<file path="config.mk">
export PLATFORM = sky130hd
export DESIGN_NAME = earliest_free_worker_scheduler_flat
export DESIGN_NICKNAME = d
export VERILOG_FILES = /design/src/sv/efws_pkg.sv /design/src/sv/efws_req_if.sv /design/src/sv/efws_rsp_if.sv /design/src/sv/efws_ram.sv /design/src/sv/efws_alu.sv /design/src/sv/efws_seq.sv /design/src/sv/earliest_free_worker_scheduler.sv /design/src/flat_wrapper.sv
export SDC_FILE = /design/constraint.sdc
export NUM_CORES = 1
export LEC_CHECK = 0
export BUFFER_PORTS_ARGS = -buffer_cell sky130_fd_sc_hd__buf_2
export CORE_ASPECT_RATIO = 1.75
export CORE_MARGIN = 2
export CORE_UTILIZATION = 40
export CTS_CLUSTER_SIZE = 28
export DETAILED_ROUTE_END_ITERATION = 7
export PLACE_DENSITY_LB_ADDON = 0.08
export SLEW_MARGIN = 20
export SYNTH_ARGS = -nofsm -noshare
export SYNTH_HDL_FRONTEND = slang
export SYNTH_HIERARCHICAL = 1
export SYNTH_SLANG_ARGS = --single-unit
</file>
<file path="constraint.sdc">
create_clock -name clock -period 18.5 [get_ports clock]
set_input_delay 3.7 -clock clock [delete_from_list [all_inputs] [get_ports clock]]
set_output_delay 3.7 -clock clock [all_outputs]
set_load 0.01 [all_outputs]
</file>
<file path="src/sv/efws_pkg.sv">
// shared types, constants and codes for the earliest-free worker scheduler
package efws_pkg;

   // sizing
   localparam int MAX_WORKERS = 16;
   localparam int WIDX_W      = (MAX_WORKERS > 1) ? $clog2(MAX_WORKERS) : 1;
   localparam int CNT_W       = $clog2(MAX_WORKERS + 1);

   // field widths
   localparam int DUR_W  = 30;
   localparam int TIME_W = 48;
   localparam int ACT_W  = 5;
   localparam int WOUT_W = 4;

   localparam logic [ACT_W-1:0] ACT_RESET = ACT_W'(16);

   // sequencer states
   typedef enum logic [1:0] {
      ST_IDLE,
      ST_SCAN,
      ST_UPDATE
   } seq_state_type;

   // shared unit operations
   typedef enum logic {
      ALU_CMP,
      ALU_ADD
   } alu_op_type;

   // shared unit result
   typedef struct packed {
      logic              less;
      logic [TIME_W-1:0] sum;
   } alu_res_type;

   // sequencer controls toward the datapath
   typedef struct packed {
      logic              req_ready;
      logic [WIDX_W-1:0] rd_addr;
      logic              cmp_en;
      logic              cmp_first;
      logic [WIDX_W-1:0] cmp_idx;
      logic              add_phase;
      logic              finish;
   } seq_ctl_type;

endpackage

</file>
<file path="src/sv/efws_req_if.sv">
// job item channel: duration and batch flag
interface efws_req_if
   import efws_pkg::*;
();
   logic             valid;
   logic             ready;
   logic [DUR_W-1:0] job_duration;
   logic             new_batch;

   modport source (output valid, output job_duration, output new_batch, input ready);
   modport sink (input valid, input job_duration, input new_batch, output ready);
endinterface

</file>
<file path="src/sv/efws_rsp_if.sv">
// assignment item channel: chosen worker and start time
interface efws_rsp_if
   import efws_pkg::*;
();
   logic              valid;
   logic              ready;
   logic [WOUT_W-1:0] worker_index;
   logic [TIME_W-1:0] start_time;

   modport source (output valid, output worker_index, output start_time, input ready);
   modport sink (input valid, input worker_index, input start_time, output ready);
endinterface

</file>
<file path="src/sv/efws_ram.sv">
// generic single-write, single-read ram with registered read data
module efws_ram #(
   parameter int WIDTH = 8,
   parameter int DEPTH = 16
) (
   input  logic                                      clock,
   input  logic                                      wr_en,
   input  logic [((DEPTH > 1) ? $clog2(DEPTH) : 1)-1:0] wr_addr,
   input  logic [WIDTH-1:0]                          wr_data,
   input  logic [((DEPTH > 1) ? $clog2(DEPTH) : 1)-1:0] rd_addr,
   output logic [WIDTH-1:0]                          rd_data
);
   logic [WIDTH-1:0] mem_ff [DEPTH];
   logic [WIDTH-1:0] rd_data_ff;

   // write port
   always_ff @(posedge clock) begin
      if (wr_en) begin
         mem_ff[wr_addr] <= wr_data;
      end
   end

   // registered read port
   always_ff @(posedge clock) begin
      rd_data_ff <= mem_ff[rd_addr];
   end

   assign rd_data = rd_data_ff;
endmodule

</file>
<file path="src/sv/efws_alu.sv">
// shared 49-bit adder: less-than compare or saturating add of the duration
module efws_alu
   import efws_pkg::*;
(
   input  alu_op_type        op,
   input  logic [TIME_W-1:0] a,
   input  logic [TIME_W-1:0] b,
   input  logic [DUR_W-1:0]  dur,
   output alu_res_type       res
);
   logic [TIME_W:0] opnd;
   logic [TIME_W:0] total;
   logic            cin;

   // compare runs a - b, add runs a + dur
   always_comb begin
      case (op)
         ALU_CMP: begin
            opnd = ~{1'b0, b};
            cin  = 1'b1;
         end
         ALU_ADD: begin
            opnd = (TIME_W + 1)'(dur);
            cin  = 1'b0;
         end
         default: begin
            opnd = '0;
            cin  = 1'b0;
         end
      endcase
   end

   assign total = {1'b0, a} + opnd + (TIME_W + 1)'(cin);

   // top bit is the borrow on compare and the carry on add
   assign res.less = total[TIME_W];
   assign res.sum  = total[TIME_W] ? '1 : total[TIME_W-1:0];
endmodule

</file>
<file path="src/sv/efws_seq.sv">
// sequencer: scan counter and state machine driving the shared unit
module efws_seq
   import efws_pkg::*;
(
   input  logic             clock,
   input  logic             reset,
   input  logic             accept,
   input  logic [CNT_W-1:0] count,
   input  logic             out_free,
   output seq_ctl_type      ctl
);
   seq_state_type    state_ff, state_in;
   logic [CNT_W-1:0] cnt_ff, cnt_in;
   logic [CNT_W-1:0] cnt_prev;

   assign cnt_prev = cnt_ff - CNT_W'(1);

   // next state
   always_comb begin
      state_in = state_ff;
      case (state_ff)
         ST_IDLE: begin
            if (accept) state_in = ST_SCAN;
         end
         ST_SCAN: begin
            if (cnt_ff == count) state_in = ST_UPDATE;
         end
         ST_UPDATE: begin
            if (out_free) state_in = ST_IDLE;
         end
         default: state_in = ST_IDLE;
      endcase
   end

   // scan counter
   always_comb begin
      cnt_in = cnt_ff;
      if (state_ff == ST_SCAN) begin
         cnt_in = cnt_ff + CNT_W'(1);
      end else begin
         cnt_in = '0;
      end
   end

   always_ff @(posedge clock) begin
      if (reset) begin
         state_ff <= ST_IDLE;
         cnt_ff   <= '0;
      end else begin
         state_ff <= state_in;
         cnt_ff   <= cnt_in;
      end
   end

   // outputs
   always_comb begin
      ctl           = '0;
      ctl.rd_addr   = cnt_ff[WIDX_W-1:0];
      ctl.cmp_idx   = cnt_prev[WIDX_W-1:0];
      case (state_ff)
         ST_IDLE: begin
            ctl.req_ready = 1'b1;
         end
         ST_SCAN: begin
            ctl.cmp_en    = (cnt_ff != '0);
            ctl.cmp_first = (cnt_ff == CNT_W'(1));
         end
         ST_UPDATE: begin
            ctl.add_phase = 1'b1;
            ctl.finish    = out_free;
         end
         default: begin
            ctl.req_ready = 1'b0;
         end
      endcase
   end
endmodule

</file>
<file path="src/sv/earliest_free_worker_scheduler.sv">
// top level: picks the earliest-free active worker for each job item
// operation: each item is scanned over the active entries of the free-time ram,
//   one entry at a time through one shared compare/add unit, then the chosen entry
//   is updated; a new item is accepted only from idle, after the previous update
// reset: synchronous, active high; all free times read as zero, active_workers is 16
// the result register lets a new item enter while the previous result waits
module earliest_free_worker_scheduler
   import efws_pkg::*;
(
   input  logic             clock,
   input  logic             reset,
   efws_req_if.sink         req_ch,
   efws_rsp_if.source       rsp_ch,
   input  logic             csr_write_enable,
   input  logic [ACT_W-1:0] csr_write_data
);
   seq_ctl_type       ctl;
   alu_res_type       alu_res;
   alu_op_type        alu_op;

   logic [ACT_W-1:0]  active_workers_ff;
   logic [CNT_W-1:0]  n_ff, n_in;
   logic [DUR_W-1:0]  dur_ff;
   logic [TIME_W-1:0] best_ff, best_in;
   logic [WIDX_W-1:0] best_idx_ff, best_idx_in;
   logic [MAX_WORKERS-1:0] valid_ff, valid_in;
   logic              rd_valid_ff;
   logic [TIME_W-1:0] rd_data;
   logic [TIME_W-1:0] cur_time;
   logic [31:0]       act_ext;
   logic [31:0]       act_eff;
   logic              accept;
   logic              out_free;
   logic              rsp_valid_ff;
   logic [WOUT_W-1:0] rsp_index_ff;
   logic [TIME_W-1:0] rsp_time_ff;

   assign accept   = req_ch.valid && ctl.req_ready;
   assign out_free = !rsp_valid_ff || rsp_ch.ready;

   // config register
   always_ff @(posedge clock) begin
      if (reset) begin
         active_workers_ff <= ACT_RESET;
      end else if (csr_write_enable) begin
         active_workers_ff <= csr_write_data;
      end
   end

   // clamp the active count to 1..MAX_WORKERS
   assign act_ext = 32'(active_workers_ff);
   always_comb begin
      if (act_ext == 32'd0) begin
         act_eff = 32'd1;
      end else if (act_ext > 32'(MAX_WORKERS)) begin
         act_eff = 32'(MAX_WORKERS);
      end else begin
         act_eff = act_ext;
      end
   end

   // item latch
   assign n_in = accept ? CNT_W'(act_eff) : n_ff;

   always_ff @(posedge clock) begin
      n_ff <= n_in;
      if (accept) begin
         dur_ff <= req_ch.job_duration;
      end
   end

   efws_seq u_seq (
      .clock    (clock),
      .reset    (reset),
      .accept   (accept),
      .count    (n_ff),
      .out_free (out_free),
      .ctl      (ctl)
   );

   // free-time store; unwritten or batch-cleared entries read as zero
   efws_ram #(
      .WIDTH (TIME_W),
      .DEPTH (MAX_WORKERS)
   ) u_ram (
      .clock   (clock),
      .wr_en   (ctl.finish),
      .wr_addr (best_idx_ff),
      .wr_data (alu_res.sum),
      .rd_addr (ctl.rd_addr),
      .rd_data (rd_data)
   );

   always_comb begin
      valid_in = valid_ff;
      if (accept && req_ch.new_batch) begin
         valid_in = '0;
      end else if (ctl.finish) begin
         valid_in[best_idx_ff] = 1'b1;
      end
   end

   always_ff @(posedge clock) begin
      if (reset) begin
         valid_ff <= '0;
      end else begin
         valid_ff <= valid_in;
      end
   end

   always_ff @(posedge clock) begin
      rd_valid_ff <= valid_ff[ctl.rd_addr];
   end

   assign cur_time = rd_valid_ff ? rd_data : '0;

   // shared unit: compare during the scan, saturating add at update
   assign alu_op = ctl.add_phase ? ALU_ADD : ALU_CMP;

   efws_alu u_alu (
      .op  (alu_op),
      .a   (ctl.add_phase ? best_ff : cur_time),
      .b   (best_ff),
      .dur (dur_ff),
      .res (alu_res)
   );

   // running minimum, strict less keeps the lowest index on ties
   always_comb begin
      best_in     = best_ff;
      best_idx_in = best_idx_ff;
      if (ctl.cmp_en && (ctl.cmp_first || alu_res.less)) begin
         best_in     = cur_time;
         best_idx_in = ctl.cmp_idx;
      end
   end

   always_ff @(posedge clock) begin
      best_ff     <= best_in;
      best_idx_ff <= best_idx_in;
   end

   // result register
   always_ff @(posedge clock) begin
      if (reset) begin
         rsp_valid_ff <= 1'b0;
      end else if (ctl.finish) begin
         rsp_valid_ff <= 1'b1;
      end else if (rsp_ch.ready) begin
         rsp_valid_ff <= 1'b0;
      end
   end

   always_ff @(posedge clock) begin
      if (ctl.finish) begin
         rsp_index_ff <= WOUT_W'(best_idx_ff);
         rsp_time_ff  <= best_ff;
      end
   end

   assign req_ch.ready        = ctl.req_ready;
   assign rsp_ch.valid        = rsp_valid_ff;
   assign rsp_ch.worker_index = rsp_index_ff;
   assign rsp_ch.start_time   = rsp_time_ff;

   // one item at a time
   a_busy_after_accept: assert property (@(posedge clock) disable iff (reset)
      accept |=> !req_ch.ready)
      else $error("ready while an item is in progress");

   // chosen worker lies among the active ones
   a_best_in_range: assert property (@(posedge clock) disable iff (reset)
      ctl.finish |-> (32'(best_idx_ff) < 32'(n_ff)))
      else $error("chosen worker outside the active range");

   // a new batch forgets every free time
   a_batch_clear: assert property (@(posedge clock) disable iff (reset)
      (accept && req_ch.new_batch) |=> (valid_ff == '0))
      else $error("free times not cleared on new batch");

   // a finished item shows up on the result channel
   a_finish_shows: assert property (@(posedge clock) disable iff (reset)
      ctl.finish |=> rsp_ch.valid)
      else $error("finished item not presented");
endmodule

</file>
<file path="src/flat_wrapper.sv">
// flat-port wrapper written by rule: the top's interface ports become plain ports
module earliest_free_worker_scheduler_flat import efws_pkg::*;
  (clock, reset, csr_write_enable, csr_write_data, req_ch_valid, req_ch_job_duration, req_ch_new_batch, req_ch_ready, rsp_ch_valid, rsp_ch_worker_index, rsp_ch_start_time, rsp_ch_ready);
  efws_req_if req_ch_i ();
  efws_rsp_if rsp_ch_i ();
  input  logic clock;
  input  logic reset;
  input  logic csr_write_enable;
  input  logic [ACT_W-1:0] csr_write_data;
  input wire logic [$bits(req_ch_i.valid)-1:0] req_ch_valid;
  input wire logic [$bits(req_ch_i.job_duration)-1:0] req_ch_job_duration;
  input wire logic [$bits(req_ch_i.new_batch)-1:0] req_ch_new_batch;
  output wire logic [$bits(req_ch_i.ready)-1:0] req_ch_ready;
  output wire logic [$bits(rsp_ch_i.valid)-1:0] rsp_ch_valid;
  output wire logic [$bits(rsp_ch_i.worker_index)-1:0] rsp_ch_worker_index;
  output wire logic [$bits(rsp_ch_i.start_time)-1:0] rsp_ch_start_time;
  input wire logic [$bits(rsp_ch_i.ready)-1:0] rsp_ch_ready;
  assign req_ch_i.valid = req_ch_valid;
  assign req_ch_i.job_duration = req_ch_job_duration;
  assign req_ch_i.new_batch = req_ch_new_batch;
  assign req_ch_ready = req_ch_i.ready;
  assign rsp_ch_valid = rsp_ch_i.valid;
  assign rsp_ch_worker_index = rsp_ch_i.worker_index;
  assign rsp_ch_start_time = rsp_ch_i.start_time;
  assign rsp_ch_i.ready = rsp_ch_ready;
  earliest_free_worker_scheduler u_core (.clock(clock), .reset(reset), .req_ch(req_ch_i), .rsp_ch(rsp_ch_i), .csr_write_enable(csr_write_enable), .csr_write_data(csr_write_data));
endmodule
</file>
==> flow_metrics.env <==
export IMPL_status="finished, final reports clean"
export IMPL_cts_setup_buffers=0
export IMPL_vias=20920
export IMPL_layout_setup_ws_ns=12.01
export IMPL_rr_endpoint="u_core/best_ff[16]$_DFFE_PP_"
export IMPL_syn_area_sq_um=39890
export IMPL_crit_type="input pin to flip-flop"
export IMPL_cts_buffers=93
export IMPL_clockRootBuffer="clkbuf_16"
export IMPL_switching_share_pct=20.50
export IMPL_insertedDiodeCount=0
export IMPL_synth_most_common_cell="edfxtp_1"
export IMPL_final_hold_viol_count=0
export IMPL_clock_skew_ns=0.02638
export IMPL_p_per_area_nw_per_um2=99.61
export IMPL_holdBufCountCts=0
export IMPL_p_total_w=0.004484
export IMPL_routedWlPerCell_microns=27.20
export IMPL_drt_first_pass_iters=5
export IMPL_setup_viol=0
export IMPL_ioPinCount=95
export IMPL_arrival_ns=6.80
export IMPL_antenna_found_initial=6
export IMPL_slew_viol_final=0
export IMPL_drive_gt1_share_pct=24.13
export IMPL_grt_max_degree=102
export IMPL_area_delta_synth_final_pct=12.85
export IMPL_place_inst=3574
export IMPL_insertion_delay_ns=0.69
export IMPL_worst_path_buf_inv=3
export IMPL_fin_area_sq_um=45010
export IMPL_synth_edf_count=907
export IMPL_tritoncts="yes"
export IMPL_clkPwrFrac_pct=43.5
export IMPL_core_sq_um=99160
export IMPL_place_ws_ns=11.26
export IMPL_synth_avg_cell_area_sq_um=17.77
export IMPL_io_buffer_count=94
export IMPL_tightest_slew_ns=1.030
export IMPL_p_leak_nw=14.23
export IMPL_ant_nets=0
export IMPL_critPathCaptureType="flip-flop"
export IMPL_hp_start="u_core/valid_ff[6]$_SDFFE_PP0P_"
export IMPL_routed_via_density=5.578
export IMPL_timing_critical_path_from_type="input pin"
export IMPL_peakVddDrop_mv=0.06570
export IMPL_slew_limit_headroom_pct=31.20
export IMPL_cpPeakStageDelay_ns=0.90
export IMPL_yosys_register_bits=985
export IMPL_initial_utilization_pct=40.22
export IMPL_yosys_warnings=6
export IMPL_fin_cells=3750
export IMPL_yosysTopAreaCell="edfxtp_1"
export IMPL_synth_distinct_cells=76
export IMPL_clock_path_buffers=3
export IMPL_drt_iter0_markers=1669
export IMPL_place_area_sq_um=41880
export IMPL_fmax_ghz=0.1541
export IMPL_cts_htree_levels=3
export IMPL_die_w_microns=242.7
export IMPL_seq_area_frac_synth_pct=72.20
export IMPL_grt_pass1_vias=22240
export IMPL_row_count=153
export IMPL_synth_area_top_cells="edfxtp_1 (68%), mux4_2 (11%), dfxtp_1 (3.9%)"
export IMPL_synth_common_cells="edfxtp_1 (907), mux4_2 (192), nand2_1 (127), nor2_1 (120), a21oi_1 (114)"
export IMPL_endpoint="u_core/u_ram/mem_ff[15][36]$_DFFE_PP_"
export IMPL_cp_required_ns=18.81
export IMPL_drv_cap=0
export IMPL_rsz0062_at_grt="false"
export IMPL_grt_usage_pct=20.06
export IMPL_synthesis_nets=2340
export IMPL_critical_path_slowest_cell="nor2_4"
export IMPL_p_switching_w=0.0009194
export IMPL_drc=0
export IMPL_yosys_area_top_type_share_pct=68.28
export IMPL_path_clk_slew_ns=0.06
export IMPL_power_frac_comb_pct=2.4
export IMPL_crit_path_cell_trace="buf_2 -> nand2b_1 -> and2_2 -> buf_4 -> nand3_1 -> nor2_4 -> buf_4"
export IMPL_wirelength_microns=102000
export IMPL_die_h_microns=421.7
export IMPL_gp_congestion=0.9257
export IMPL_setup_worst_path_start="rsp_ch_ready"
export IMPL_p_int_w=0.003565
export IMPL_min_period_ns=6.490
export IMPL_numClockSinks=985
export IMPL_synth_main_ff_cell="edfxtp_1"
export IMPL_syn_inst=2244
export IMPL_nFillCells=8677
export IMPL_finalCritPeriodShare_pct=35.08
export IMPL_cp_max_fo=62
export IMPL_setup_tns_ns=0
export IMPL_ff2ff_setup_slack_ns=12.22
export IMPL_grt_pass1_wl_microns=149800
export IMPL_cts_resized_gates=0
export IMPL_synth_async_reset_ratio_pct=0
export IMPL_dp_hpwl_microns=60960
export IMPL_final_nets=2448
export IMPL_dieArea_sq_um=102400
export IMPL_regArea_sq_um=28810
export IMPL_path_common_cell="buf_4"
export IMPL_seqPwrFrac_pct=54.1
export IMPL_crit_cells=7
export IMPL_critPathTopFamily="simple AND/OR/NAND/NOR gates"
export IMPL_hold_class="flip-flop to flip-flop"
export IMPL_r2r_start="u_core/u_seq/state_ff[0]$_SDFFE_PP0P_"
export IMPL_grt_overflow=0
export IMPL_reg2reg_depth=18
export IMPL_multi_input_area_sq_um=10560
-- kinds of logic after synthesis --
group / count (synthesis) / share of synthesized area (%)
compound gates: 336 / 5.402
xor+xnor: 46 / 1.010
fa+ha+maj: 55 / 1.763
buf+inv: 148 / 1.738
flops: 985 / 72.20
mux: 257 / 12.79
simple gates: 417 / 5.097
-- cell usage in the layout, fill, tap and decap left out, types with 20 or more instances in the layout --
cell type,n
a21oi_1,114
a22oi_1,96
and2_1,35
and2_2,23
buf_2,94
buf_4,35
clkbuf_1,23
clkbuf_16,94
dfxtp_1,75
edfxtp_1,907
ha_1,53
inv_1,28
mux2_2,50
mux4_2,192
nand2_1,127
nand3_1,20
nor2_1,107
o21ai_0,36
xnor2_1,23
xor2_1,23
-- sequential cells by signal (all words and copies together), names as in the netlist --
register	count
u_core/best_idx_ff	4
u_core/dur_ff	30
u_core/best_ff	48
u_core/u_seq/state_ff	2
u_core/u_seq/cnt_ff	5
u_core/n_ff	5
u_core/u_ram/rd_data	48
u_core/active_workers_ff	5
u_core/rd_valid_ff	1
u_core/valid_ff	16
u_core/rsp_ch.valid	1
u_core/u_ram/mem_ff	768
u_core/rsp_ch.worker_index	4
u_core/rsp_ch.start_time	48
-- worst min-delay path by stage --
| stage | end | cells after the start | slack [ns] |
|---|---|---|---|
| global placement | u_core/valid_ff[14]$_SDFFE_PP0P_ | 2 | 0.44 |
| detailed placement | u_core/valid_ff[6]$_SDFFE_PP0P_ | 2 | 0.46 |
| global route | u_core/rsp_ch.start_time[10]$_DFFE_PP_ | 0 | 0.50 |
| finish | u_core/valid_ff[6]$_SDFFE_PP0P_ | 2 | 0.47 |
| CTS | u_core/valid_ff[6]$_SDFFE_PP0P_ | 2 | 0.47 |
| floorplan | u_core/valid_ff[10]$_SDFFE_PP0P_ | 2 | 0.43 |
-- worst min-delay path, delay by kind of cell, from the launching register on --
family / cells / cell delay [ns]
compound gates: 1 / 0.04
simple gates: 1 / 0.07
flops: 1 / 0.32
-- power groups by stage --
stage / registers [W] / clock network [W] / logic, W
final: 0.00242 / 0.00195 / 0.000107
after global routing: 0.00242 / 0.00209 / 0.000117
after CTS: 0.00242 / 0.00201 / 0.000110
after detailed placement: 0.00247 / 0 / 0.000109
after global placement: 0.00247 / 0 / 0.000109
after floorplan: 0.00246 / 0 / 0.0000818
-- per-layer routing --
layer  vias to the layer above  wire length (microns)  share of wire, %  GRT usage, %
met5                         -                      0                 0             0
met4                         0                   2550               2.5         6.411
met3                       141                   4037               4.0         2.493
met2                       542                  54460                53         36.17
met1                     11080                  40950                40         25.01
li1                       9159                      -                 -             -
-- final cells by class --
class	count	share of cell area, %
flip-flops and latches	985	63.99
multi-input cells	1111	23.46
clock buffers	128	5.754
well taps	1317	3.661
repair buffers	131	1.698
clock inverters	48	1.176
inverters	30	0.2613
-- through the flow --
stage | hold slack, ns | util (%)
2_1_floorplan | 0.4284 | -
3_3_place_gp | 0.4407 | 42.22
3_5_place_dp | 0.4585 | 42.24
4_1_cts | 0.4739 | 45.38
5_1_grt | 0.4958 | 45.39
6_report | 0.4674 | 45.39
(Power assumes the default switching activity.)
